===== config.mk =====
export PLATFORM = sky130hd
export DESIGN_NAME = key_value_table_unit_flat
export DESIGN_NICKNAME = d
export VERILOG_FILES = /design/src/sv/kvt_pkg.sv /design/src/sv/kvt_if.sv /design/src/sv/key_value_table_unit.sv /design/src/sv/kvt_dpath.sv /design/src/sv/kvt_ctrl.sv /design/src/flat_wrapper.sv
export SDC_FILE = /design/constraint.sdc
export NUM_CORES = 1
export LEC_CHECK = 0
export BUFFER_PORTS_ARGS = -buffer_cell sky130_fd_sc_hd__buf_4
export CORE_AREA = 2 2 325 327
export DETAILED_ROUTE_END_ITERATION = 10
export DIE_AREA = 0 0 327 329
export HOLD_SLACK_MARGIN = 0.03
export PLACE_DENSITY = 0.66
export SLEW_MARGIN = 20
export SYNTH_ARGS = -nofsm -noshare
export SYNTH_HDL_FRONTEND = slang
export SYNTH_SLANG_ARGS = --single-unit
export TNS_END_PERCENT = 1

===== constraint.sdc =====
create_clock -name clk_i -period 4.8 [get_ports clk_i]
set_input_delay 0.48 -clock clk_i [delete_from_list [all_inputs] [get_ports clk_i]]
set_output_delay 0.48 -clock clk_i [all_outputs]
set_load 0.005 [all_outputs]

===== src/sv/kvt_pkg.sv =====
// Package for the key/value table: shared widths, opcodes, status codes
// and the command and status structs between controller and datapath.
// No dependencies.
package kvt_pkg;

  localparam int unsigned CapacityDef = 16;
  localparam int unsigned KeyW        = 32;
  localparam int unsigned ValW        = 32;
  localparam int unsigned CountW      = 5;

  typedef enum logic [1:0] {
    OP_INSERT = 2'd0,
    OP_LOOKUP = 2'd1,
    OP_REMOVE = 2'd2
  } opcode_e;

  typedef enum logic [1:0] {
    ST_DONE      = 2'd0,
    ST_UPDATED   = 2'd1,
    ST_NOT_FOUND = 2'd2,
    ST_FULL      = 2'd3
  } status_e;

  typedef struct packed {
    logic load;
    logic step;
    logic commit;
  } kvt_cmd_t;

  typedef struct packed {
    logic hit;
    logic last;
    logic out_ok;
  } kvt_sts_t;

endpackage


===== src/sv/kvt_if.sv =====
// Valid/ready channel interfaces for table requests and responses.
// Depends on kvt_pkg for field widths.
interface kvt_req_if;
  logic                              valid;
  logic                              ready;
  logic [1:0]                        opcode;
  logic signed [kvt_pkg::KeyW-1:0]   key;
  logic [kvt_pkg::ValW-1:0]          value_in;

  modport source (output valid, output opcode, output key, output value_in, input ready);
  modport sink   (input valid, input opcode, input key, input value_in, output ready);
endinterface

interface kvt_rsp_if;
  logic                              valid;
  logic                              ready;
  logic                              found;
  logic [kvt_pkg::ValW-1:0]          value_out;
  logic [1:0]                        status;
  logic [kvt_pkg::CountW-1:0]        entry_count;

  modport source (output valid, output found, output value_out, output status,
                  output entry_count, input ready);
  modport sink   (input valid, input found, input value_out, input status,
                  input entry_count, output ready);
endinterface


===== src/sv/key_value_table_unit.sv =====
// Fully associative key/value table of CAPACITY slots holding unique 32-bit
// keys with 32-bit raw values; insert/update, lookup and remove, one result
// per request carrying the entry count. Slots are searched one per cycle
// from the key and value memories; a hit in a slot ends the search, while
// misses and new-key inserts read the whole table. New keys fill the
// lowest free slot. The result sits in an output register, so the next
// request can be accepted and searched while a response is pending, but
// it is not committed until that pending response is taken.
// Depends on kvt_pkg, kvt_if, kvt_ctrl and kvt_dpath.
module key_value_table_unit #(
  parameter int unsigned CAPACITY = kvt_pkg::CapacityDef
) (
  input  logic       clk_i,
  input  logic       rst_ni,
  kvt_req_if.sink    req_i,
  kvt_rsp_if.source  rsp_o
);
  import kvt_pkg::*;

  kvt_cmd_t cmd;
  kvt_sts_t sts;

  kvt_ctrl u_ctrl (
    .clk_i       (clk_i),
    .rst_ni      (rst_ni),
    .req_valid_i (req_i.valid),
    .req_ready_o (req_i.ready),
    .cmd_o       (cmd),
    .sts_i       (sts)
  );

  kvt_dpath #(
    .CAPACITY (CAPACITY)
  ) u_dpath (
    .clk_i         (clk_i),
    .rst_ni        (rst_ni),
    .cmd_i         (cmd),
    .sts_o         (sts),
    .opcode_i      (req_i.opcode),
    .key_i         (req_i.key),
    .value_in_i    (req_i.value_in),
    .rsp_ready_i   (rsp_o.ready),
    .rsp_valid_o   (rsp_o.valid),
    .found_o       (rsp_o.found),
    .value_out_o   (rsp_o.value_out),
    .status_o      (rsp_o.status),
    .entry_count_o (rsp_o.entry_count)
  );

`ifndef SYNTHESIS
  a_full_count : assert property (@(posedge clk_i) disable iff (!rst_ni)
    (rsp_o.valid && rsp_o.status == ST_FULL) |-> (rsp_o.entry_count == CountW'(CAPACITY)))
    else $error("table full reported below capacity");

  a_found_status : assert property (@(posedge clk_i) disable iff (!rst_ni)
    (rsp_o.valid && rsp_o.found) |-> (rsp_o.status == ST_DONE || rsp_o.status == ST_UPDATED))
    else $error("hit reported with miss status");

  a_value_hit : assert property (@(posedge clk_i) disable iff (!rst_ni)
    (rsp_o.valid && rsp_o.value_out != '0) |-> (rsp_o.found && rsp_o.status == ST_DONE))
    else $error("value returned without lookup hit");

  a_single_item : assert property (@(posedge clk_i) disable iff (!rst_ni)
    (req_i.valid && req_i.ready) |=> !req_i.ready)
    else $error("request taken during search");
`endif

endmodule


===== src/sv/kvt_dpath.sv =====
// Datapath of the key/value table: slot memories, valid bits, occupancy,
// the one-slot-per-cycle search pipeline and the result register.
// Depends on kvt_pkg.
module kvt_dpath #(
  parameter int unsigned CAPACITY = kvt_pkg::CapacityDef
) (
  input  logic                       clk_i,
  input  logic                       rst_ni,
  input  kvt_pkg::kvt_cmd_t          cmd_i,
  output kvt_pkg::kvt_sts_t          sts_o,
  input  logic [1:0]                 opcode_i,
  input  logic [kvt_pkg::KeyW-1:0]   key_i,
  input  logic [kvt_pkg::ValW-1:0]   value_in_i,
  input  logic                       rsp_ready_i,
  output logic                       rsp_valid_o,
  output logic                       found_o,
  output logic [kvt_pkg::ValW-1:0]   value_out_o,
  output logic [1:0]                 status_o,
  output logic [kvt_pkg::CountW-1:0] entry_count_o
);
  import kvt_pkg::*;

  localparam int unsigned IdxW = $clog2(CAPACITY);
  localparam int unsigned OccW = $clog2(CAPACITY + 1);

  logic [KeyW-1:0]     key_mem [CAPACITY];
  logic [ValW-1:0]     val_mem [CAPACITY];

  logic [CAPACITY-1:0] valid_q, valid_d;
  logic [OccW-1:0]     occ_q, occ_d;
  logic [IdxW-1:0]     rd_idx_q, cmp_idx_q;
  logic                cmp_vld_q;
  logic [KeyW-1:0]     key_rd_q;
  logic [ValW-1:0]     val_rd_q;
  logic [1:0]          op_q;
  logic [KeyW-1:0]     key_q;
  logic [ValW-1:0]     val_q;
  logic                hit_q, free_q;
  logic [IdxW-1:0]     hit_idx_q, free_idx_q;
  logic [ValW-1:0]     hit_val_q;

  logic                out_vld_q;
  logic                found_q, found_d;
  logic [ValW-1:0]     value_q, value_d;
  logic [1:0]          status_q;
  status_e             status_d;
  logic [CountW-1:0]   cnt_q;
  logic [31:0]         occ_ext;

  logic                cmp_match, cmp_free, cmp_last;
  logic                key_we, val_we;
  logic [IdxW-1:0]     wr_idx;

  assign cmp_match = cmp_vld_q && valid_q[cmp_idx_q] && (key_rd_q == key_q);
  assign cmp_free  = cmp_vld_q && !valid_q[cmp_idx_q];
  assign cmp_last  = cmp_vld_q && (cmp_idx_q == IdxW'(CAPACITY - 1));

  assign sts_o.hit    = cmp_match;
  assign sts_o.last   = cmp_last;
  assign sts_o.out_ok = !out_vld_q || rsp_ready_i;

  always_comb begin
    found_d  = 1'b0;
    value_d  = '0;
    status_d = ST_DONE;
    valid_d  = valid_q;
    occ_d    = occ_q;
    key_we   = 1'b0;
    val_we   = 1'b0;
    wr_idx   = hit_idx_q;
    if (cmd_i.commit) begin
      case (op_q)
        OP_INSERT: begin
          if (hit_q) begin
            val_we   = 1'b1;
            found_d  = 1'b1;
            status_d = ST_UPDATED;
          end else if (free_q) begin
            wr_idx              = free_idx_q;
            key_we              = 1'b1;
            val_we              = 1'b1;
            valid_d[free_idx_q] = 1'b1;
            occ_d               = occ_q + 1'b1;
          end else begin
            status_d = ST_FULL;
          end
        end
        OP_LOOKUP: begin
          if (hit_q) begin
            found_d = 1'b1;
            value_d = hit_val_q;
          end else begin
            status_d = ST_NOT_FOUND;
          end
        end
        OP_REMOVE: begin
          if (hit_q) begin
            valid_d[hit_idx_q] = 1'b0;
            if (occ_q != '0) begin
              occ_d = occ_q - 1'b1;
            end
            found_d = 1'b1;
          end else begin
            status_d = ST_NOT_FOUND;
          end
        end
        default: begin
        end
      endcase
    end
  end

  assign occ_ext = 32'(occ_d);

  always_ff @(posedge clk_i or negedge rst_ni) begin
    if (!rst_ni) begin
      valid_q   <= '0;
      occ_q     <= '0;
      cmp_vld_q <= 1'b0;
      out_vld_q <= 1'b0;
      hit_q     <= 1'b0;
      free_q    <= 1'b0;
    end else begin
      valid_q   <= valid_d;
      occ_q     <= occ_d;
      cmp_vld_q <= cmd_i.step;
      if (cmd_i.commit) begin
        out_vld_q <= 1'b1;
      end else if (rsp_ready_i) begin
        out_vld_q <= 1'b0;
      end
      if (cmd_i.load) begin
        hit_q  <= 1'b0;
        free_q <= 1'b0;
      end else begin
        if (cmp_match) begin
          hit_q <= 1'b1;
        end
        if (cmp_free) begin
          free_q <= 1'b1;
        end
      end
    end
  end

  always_ff @(posedge clk_i) begin
    if (cmd_i.load) begin
      op_q     <= opcode_i;
      key_q    <= key_i;
      val_q    <= value_in_i;
      rd_idx_q <= '0;
    end else if (cmd_i.step) begin
      rd_idx_q <= rd_idx_q + 1'b1;
    end
    if (cmd_i.step) begin
      cmp_idx_q <= rd_idx_q;
    end
    if (cmp_match) begin
      hit_idx_q <= cmp_idx_q;
      hit_val_q <= val_rd_q;
    end
    if (cmp_free && !free_q) begin
      free_idx_q <= cmp_idx_q;
    end
    if (cmd_i.commit) begin
      found_q  <= found_d;
      value_q  <= value_d;
      status_q <= status_d;
      cnt_q    <= occ_ext[CountW-1:0];
    end
  end

  always_ff @(posedge clk_i) begin
    if (key_we) begin
      key_mem[wr_idx] <= key_q;
    end
    if (cmd_i.step) begin
      key_rd_q <= key_mem[rd_idx_q];
    end
  end

  always_ff @(posedge clk_i) begin
    if (val_we) begin
      val_mem[wr_idx] <= val_q;
    end
    if (cmd_i.step) begin
      val_rd_q <= val_mem[rd_idx_q];
    end
  end

  assign rsp_valid_o   = out_vld_q;
  assign found_o       = found_q;
  assign value_out_o   = value_q;
  assign status_o      = status_q;
  assign entry_count_o = cnt_q;

endmodule


===== src/sv/kvt_ctrl.sv =====
// Controller of the key/value table: accept, slot search and commit.
// Depends on kvt_pkg for the command and status structs.
module kvt_ctrl (
  input  logic              clk_i,
  input  logic              rst_ni,
  input  logic              req_valid_i,
  output logic              req_ready_o,
  output kvt_pkg::kvt_cmd_t cmd_o,
  input  kvt_pkg::kvt_sts_t sts_i
);
  import kvt_pkg::*;

  typedef enum logic [1:0] {
    S_IDLE,
    S_SCAN,
    S_COMMIT
  } state_e;

  state_e state_q, state_d;

  assign req_ready_o = (state_q == S_IDLE);
  assign cmd_o.load   = (state_q == S_IDLE) && req_valid_i;
  assign cmd_o.step   = (state_q == S_SCAN) && !sts_i.hit && !sts_i.last;
  assign cmd_o.commit = (state_q == S_COMMIT) && sts_i.out_ok;

  always_comb begin
    state_d = state_q;
    case (state_q)
      S_IDLE: begin
        if (req_valid_i) begin
          state_d = S_SCAN;
        end
      end
      S_SCAN: begin
        if (sts_i.hit || sts_i.last) begin
          state_d = S_COMMIT;
        end
      end
      S_COMMIT: begin
        if (sts_i.out_ok) begin
          state_d = S_IDLE;
        end
      end
      default: state_d = S_IDLE;
    endcase
  end

  always_ff @(posedge clk_i or negedge rst_ni) begin
    if (!rst_ni) begin
      state_q <= S_IDLE;
    end else begin
      state_q <= state_d;
    end
  end

endmodule

===== src/flat_wrapper.sv =====
// flat-port wrapper written by rule: the top's interface ports become plain ports
module key_value_table_unit_flat import kvt_pkg::*;
#(
  parameter int unsigned CAPACITY = kvt_pkg::CapacityDef
)
  (clk_i, rst_ni, req_i_valid, req_i_opcode, req_i_key, req_i_value_in, req_i_ready, rsp_o_valid, rsp_o_found, rsp_o_value_out, rsp_o_status, rsp_o_entry_count, rsp_o_ready);
  kvt_req_if req_i_i ();
  kvt_rsp_if rsp_o_i ();
  input  logic clk_i;
  input  logic rst_ni;
  input wire logic [$bits(req_i_i.valid)-1:0] req_i_valid;
  input wire logic [$bits(req_i_i.opcode)-1:0] req_i_opcode;
  input wire logic [$bits(req_i_i.key)-1:0] req_i_key;
  input wire logic [$bits(req_i_i.value_in)-1:0] req_i_value_in;
  output wire logic [$bits(req_i_i.ready)-1:0] req_i_ready;
  output wire logic [$bits(rsp_o_i.valid)-1:0] rsp_o_valid;
  output wire logic [$bits(rsp_o_i.found)-1:0] rsp_o_found;
  output wire logic [$bits(rsp_o_i.value_out)-1:0] rsp_o_value_out;
  output wire logic [$bits(rsp_o_i.status)-1:0] rsp_o_status;
  output wire logic [$bits(rsp_o_i.entry_count)-1:0] rsp_o_entry_count;
  input wire logic [$bits(rsp_o_i.ready)-1:0] rsp_o_ready;
  assign req_i_i.valid = req_i_valid;
  assign req_i_i.opcode = req_i_opcode;
  assign req_i_i.key = req_i_key;
  assign req_i_i.value_in = req_i_value_in;
  assign req_i_ready = req_i_i.ready;
  assign rsp_o_valid = rsp_o_i.valid;
  assign rsp_o_found = rsp_o_i.found;
  assign rsp_o_value_out = rsp_o_i.value_out;
  assign rsp_o_status = rsp_o_i.status;
  assign rsp_o_entry_count = rsp_o_i.entry_count;
  assign rsp_o_i.ready = rsp_o_ready;
  key_value_table_unit #(.CAPACITY(CAPACITY)) u_core (.clk_i(clk_i), .rst_ni(rst_ni), .req_i(req_i_i), .rsp_o(rsp_o_i));
endmodule

==> reports/metrics.cfg <==
[placement]
dpl_cell_area_sq_um = 50500
place_ws_ns = 1.35
globalplace.congestion = 0.800
hpwlAfterDp_mm = 54.7
port_buffers = 111

[drt]
drtPass1Iterations = 5
remaining_drc_errors = 0
post_drt_wl_per_cell_um = 26.2
vias = 21300
wirelength_mm = 98.4
drt-initial-drc-count = 2290
via_per_inst = 5.68
drtAntennaViolNets = 0

[synth]
synth_edf_count = 1238
yosys.area_share.adder = 0.00210
synth.distinct_cells = 55
ys_seq_area_frac = 0.797
synth_xor_area_frac = 0.00607
synth-async-reset-ratio = 0.0213
synth_fp_nets = 2062
synthFlopType = edfxtp_1
ys_ff_latch = 1269
synth-simple-area-share = 0.0209
syn_inst = 1984
post_synth_mux_area_share = 0.154
yosysWarningCount = 0
synth_compound_area_frac = 0.00841
syn-cell-area_sq_um = 47600
synth_top_family_by_area = multiplexers
syn_area_per_cell_sq_um = 24.0

[sta]
period_needed_ns = 3.55
grt_setup_unrepaired = no
maxSlewViolCount = 0
hold_violations = 0
maxSlewHeadroom = 0.256
tns_ns = 0
period_share = 0.740
worst_slew_pin_slew_ns = 1.11
fin_skew_ns = 0.0241
fmax_mhz = 282
setup_ws_ns = 1.25
setup_violations = 0

[global_route]
grt_pass1_vias = 22000
grt.total_usage = 0.185
grt_overflow = 0
antenna_found_initial = 3
grt_max_degree = 64
grt_pass1_wl_mm = 146

[floorplanning]
core_sq_um = 104000
die_x_um = 327
dieArea_sq_um = 108000
die_height_um = 329
rows = 119
ioPinCount = 112
initial_core_util = 0.456

[pwr]
powerDensity_nw_per_um2 = 531
cellLeakagePower_nw = 17.3
peakVddDrop_v = 0.000342

[setup_path]
crit_fanout = 17
crit_start = u_core.u_dpath.op_q[1]
rr_startpoint = u_core.u_dpath.op_q[1]
critPathArrivalTime_ns = 3.90
critPathBufInv = 2
crit_family = simple AND/OR/NAND/NOR gates
slowest_stage = nor2_4
cp.required_ns = 5.15
critical_path_class = reg2reg
cp_cell_sequence = inv_1 -> ha_1 -> nand2_1 -> nor2_1 -> nand3_1 -> nor2_4 -> buf_4
start_kind = flip-flop
slowest_delay_ns = 0.76
end_kind = flip-flop

[cells_and_area]
syn2layout_area_growth_pct = 15.9
postLayoutCellArea_sq_um = 55200
drive_above_1_share = 0.304
fin_nets = 2334

[job]
max_cap_violations = 0

[clocking]
cts_buffer_depth = 3
ctsResizeCount = 0
cts_buffers = 120
cts_tree = yes
clk_latency_ns = 0.70
cts_sinks = 1269
clk_pin_slew_worst_paths_ns = 0.06
cts.htree.levels = 3
root_buffer = clkbuf_16

[status]
status = completed

[hold_path]
worstHoldStart = rsp_o_ready
worstHoldPathType = in2reg

cell usage in the layout, fill, tap and decap left out, drive strengths merged, types with 3 or more instances in the layout:
| master | Yosys | layout |
|---|---|---|
| clkinv | 0 | 45 |
| xnor2 | 23 | 23 |
| o221ai | 3 | 3 |
| nand3b | 5 | 5 |
| inv | 9 | 15 |
| xor2 | 10 | 10 |
| nor4b | 3 | 3 |
| a21oi | 8 | 8 |
| nand3 | 13 | 13 |
| nor3b | 4 | 4 |
| o21a | 4 | 4 |
| bufinv | 0 | 17 |
| nor2b | 7 | 7 |
| buf | 49 | 169 |
| dfxtp | 4 | 4 |
| nor2 | 49 | 49 |
| nand2b | 8 | 8 |
| clkbuf | 37 | 153 |
| a31oi | 3 | 3 |
| nor3 | 11 | 11 |
| mux2i | 6 | 6 |
| dlygate4sd3 | 0 | 67 |
| and3 | 34 | 34 |
| edfxtp | 1238 | 1238 |
| mux4 | 322 | 322 |
| dfrtp | 27 | 27 |
| nand2 | 28 | 28 |
| nand4 | 8 | 8 |
| ha | 8 | 8 |
| clkinvlp | 0 | 3 |
| o21ai | 33 | 33 |
| or2 | 5 | 5 |
worst reg2reg max path: stages, from the launching register on:
cell	delay (ns)
edfxtp_1	0.45
inv_1	0.11
ha_1	0.36
nand2_1	0.15
nor2_1	0.46
nand3_1	0.48
nor2_4	0.76
buf_4	0.44
what timing repair did:
action,in CTS,in global routing
buffers inserted,0,0
hold endpoints to repair,93,0
hold buffers,67,0
kinds of logic after synthesis:
group / Yosys count
simple gates: 185
compound gates: 66
flops: 1269
buf+inv: 95
mux: 328
xor+xnor: 33
fa+ha+maj: 8
sequential cells by signal, indices dropped and copies added, names as in the netlist, 5 cells and up:
signal and flops:
u_core.u_dpath.key_rd_q 32, u_core.u_dpath.hit_val_q 32, u_core.u_dpath.val_mem 512, u_core.u_dpath.entry_count_o 5, u_core.u_dpath.val_q 32, u_core.u_dpath.key_q 32, u_core.u_dpath.value_out_o 32, u_core.u_dpath.key_mem 512
u_core.u_dpath.val_rd_q 32, u_core.u_dpath.valid_q 16, u_core.u_dpath.occ_q 5
cell usage after synthesis (4+ instances only):
cell,count,area share
and3_1,34,0.0045
nand4_1,7,0.00092
clkbuf_1,37,0.0029
mux2i_1,6,0.0013
a21oi_1,7,0.00074
nand3b_1,5,0.00079
nand3_1,12,0.0013
o21ai_1,13,0.0014
buf_6,25,0.0059
buf_1,11,0.00087
dfxtp_1,4,0.0017
o21a_1,4,0.00063
xnor2_1,23,0.0042
o21ai_0,20,0.0021
nor2_1,49,0.0039
ha_1,8,0.0021
dfrtp_1,27,0.014
inv_1,8,0.00063
nor3_1,11,0.0012
xor2_1,10,0.0018
edfxtp_1,1238,0.78
nor2b_1,7,0.00092
nand2_1,28,0.0022
nand2b_1,7,0.00092
mux4_2,322,0.15
buf_2,12,0.0013
routing by layer:
metal	part of all wire	routed length, um	GRT usage
met5	0	0	0
met4	0.018	1820	0.0470
met3	0.072	7080	0.0299
met2	0.49	48100	0.299
met1	0.42	41300	0.267
power by group:
group	switching [mW]	internal (mW)
Sequential	1.01	13.4
Clock	3.96	5.61
Combinational	2.46	2.82
Total	7.43	21.9
final cells by class:
class / instances / area, sq um
fill: 7778 / 49200
sequential: 1269 / 37900
multi-input combinational: 620 / 9340
clock buffer: 153 / 3190
timing repair buffer: 236 / 2060
tap: 1391 / 1740
clock inverter: 71 / 835
inverter: 9 / 36.3
antenna: 1 / 2.50
final timing paths:
check                                                 to  slack (ns)  cells after the start
setup / recovery           u_core.u_dpath.key_mem[13][0]        1.25                      7
hold / removal                u_core.u_dpath.rsp_valid_o        0.21                      3
setup reg to reg           u_core.u_dpath.key_mem[13][0]        1.25                      7
hold reg to reg             u_core.u_dpath.hit_val_q[26]        0.41                      0
max in group asynchronous     u_core.u_dpath.valid_q[11]        4.26                      2
min in group asynchronous        u_core.u_dpath.occ_q[3]        0.26                      2
through the flow:
step	power, mW	util	hold WS (ns)	cells
5_1_grt	30.4	0.528	0.258	3749
2_1_floorplan	18.3	-	0.184	1984
3_5_place_dp	20.0	0.483	0.405	3458
6_report	29.3	0.528	0.205	3750
4_1_cts	29.6	0.528	0.179	3749
3_3_place_gp	19.9	0.483	0.402	3458
No activity file was read; power rests on OpenSTA's default activity.
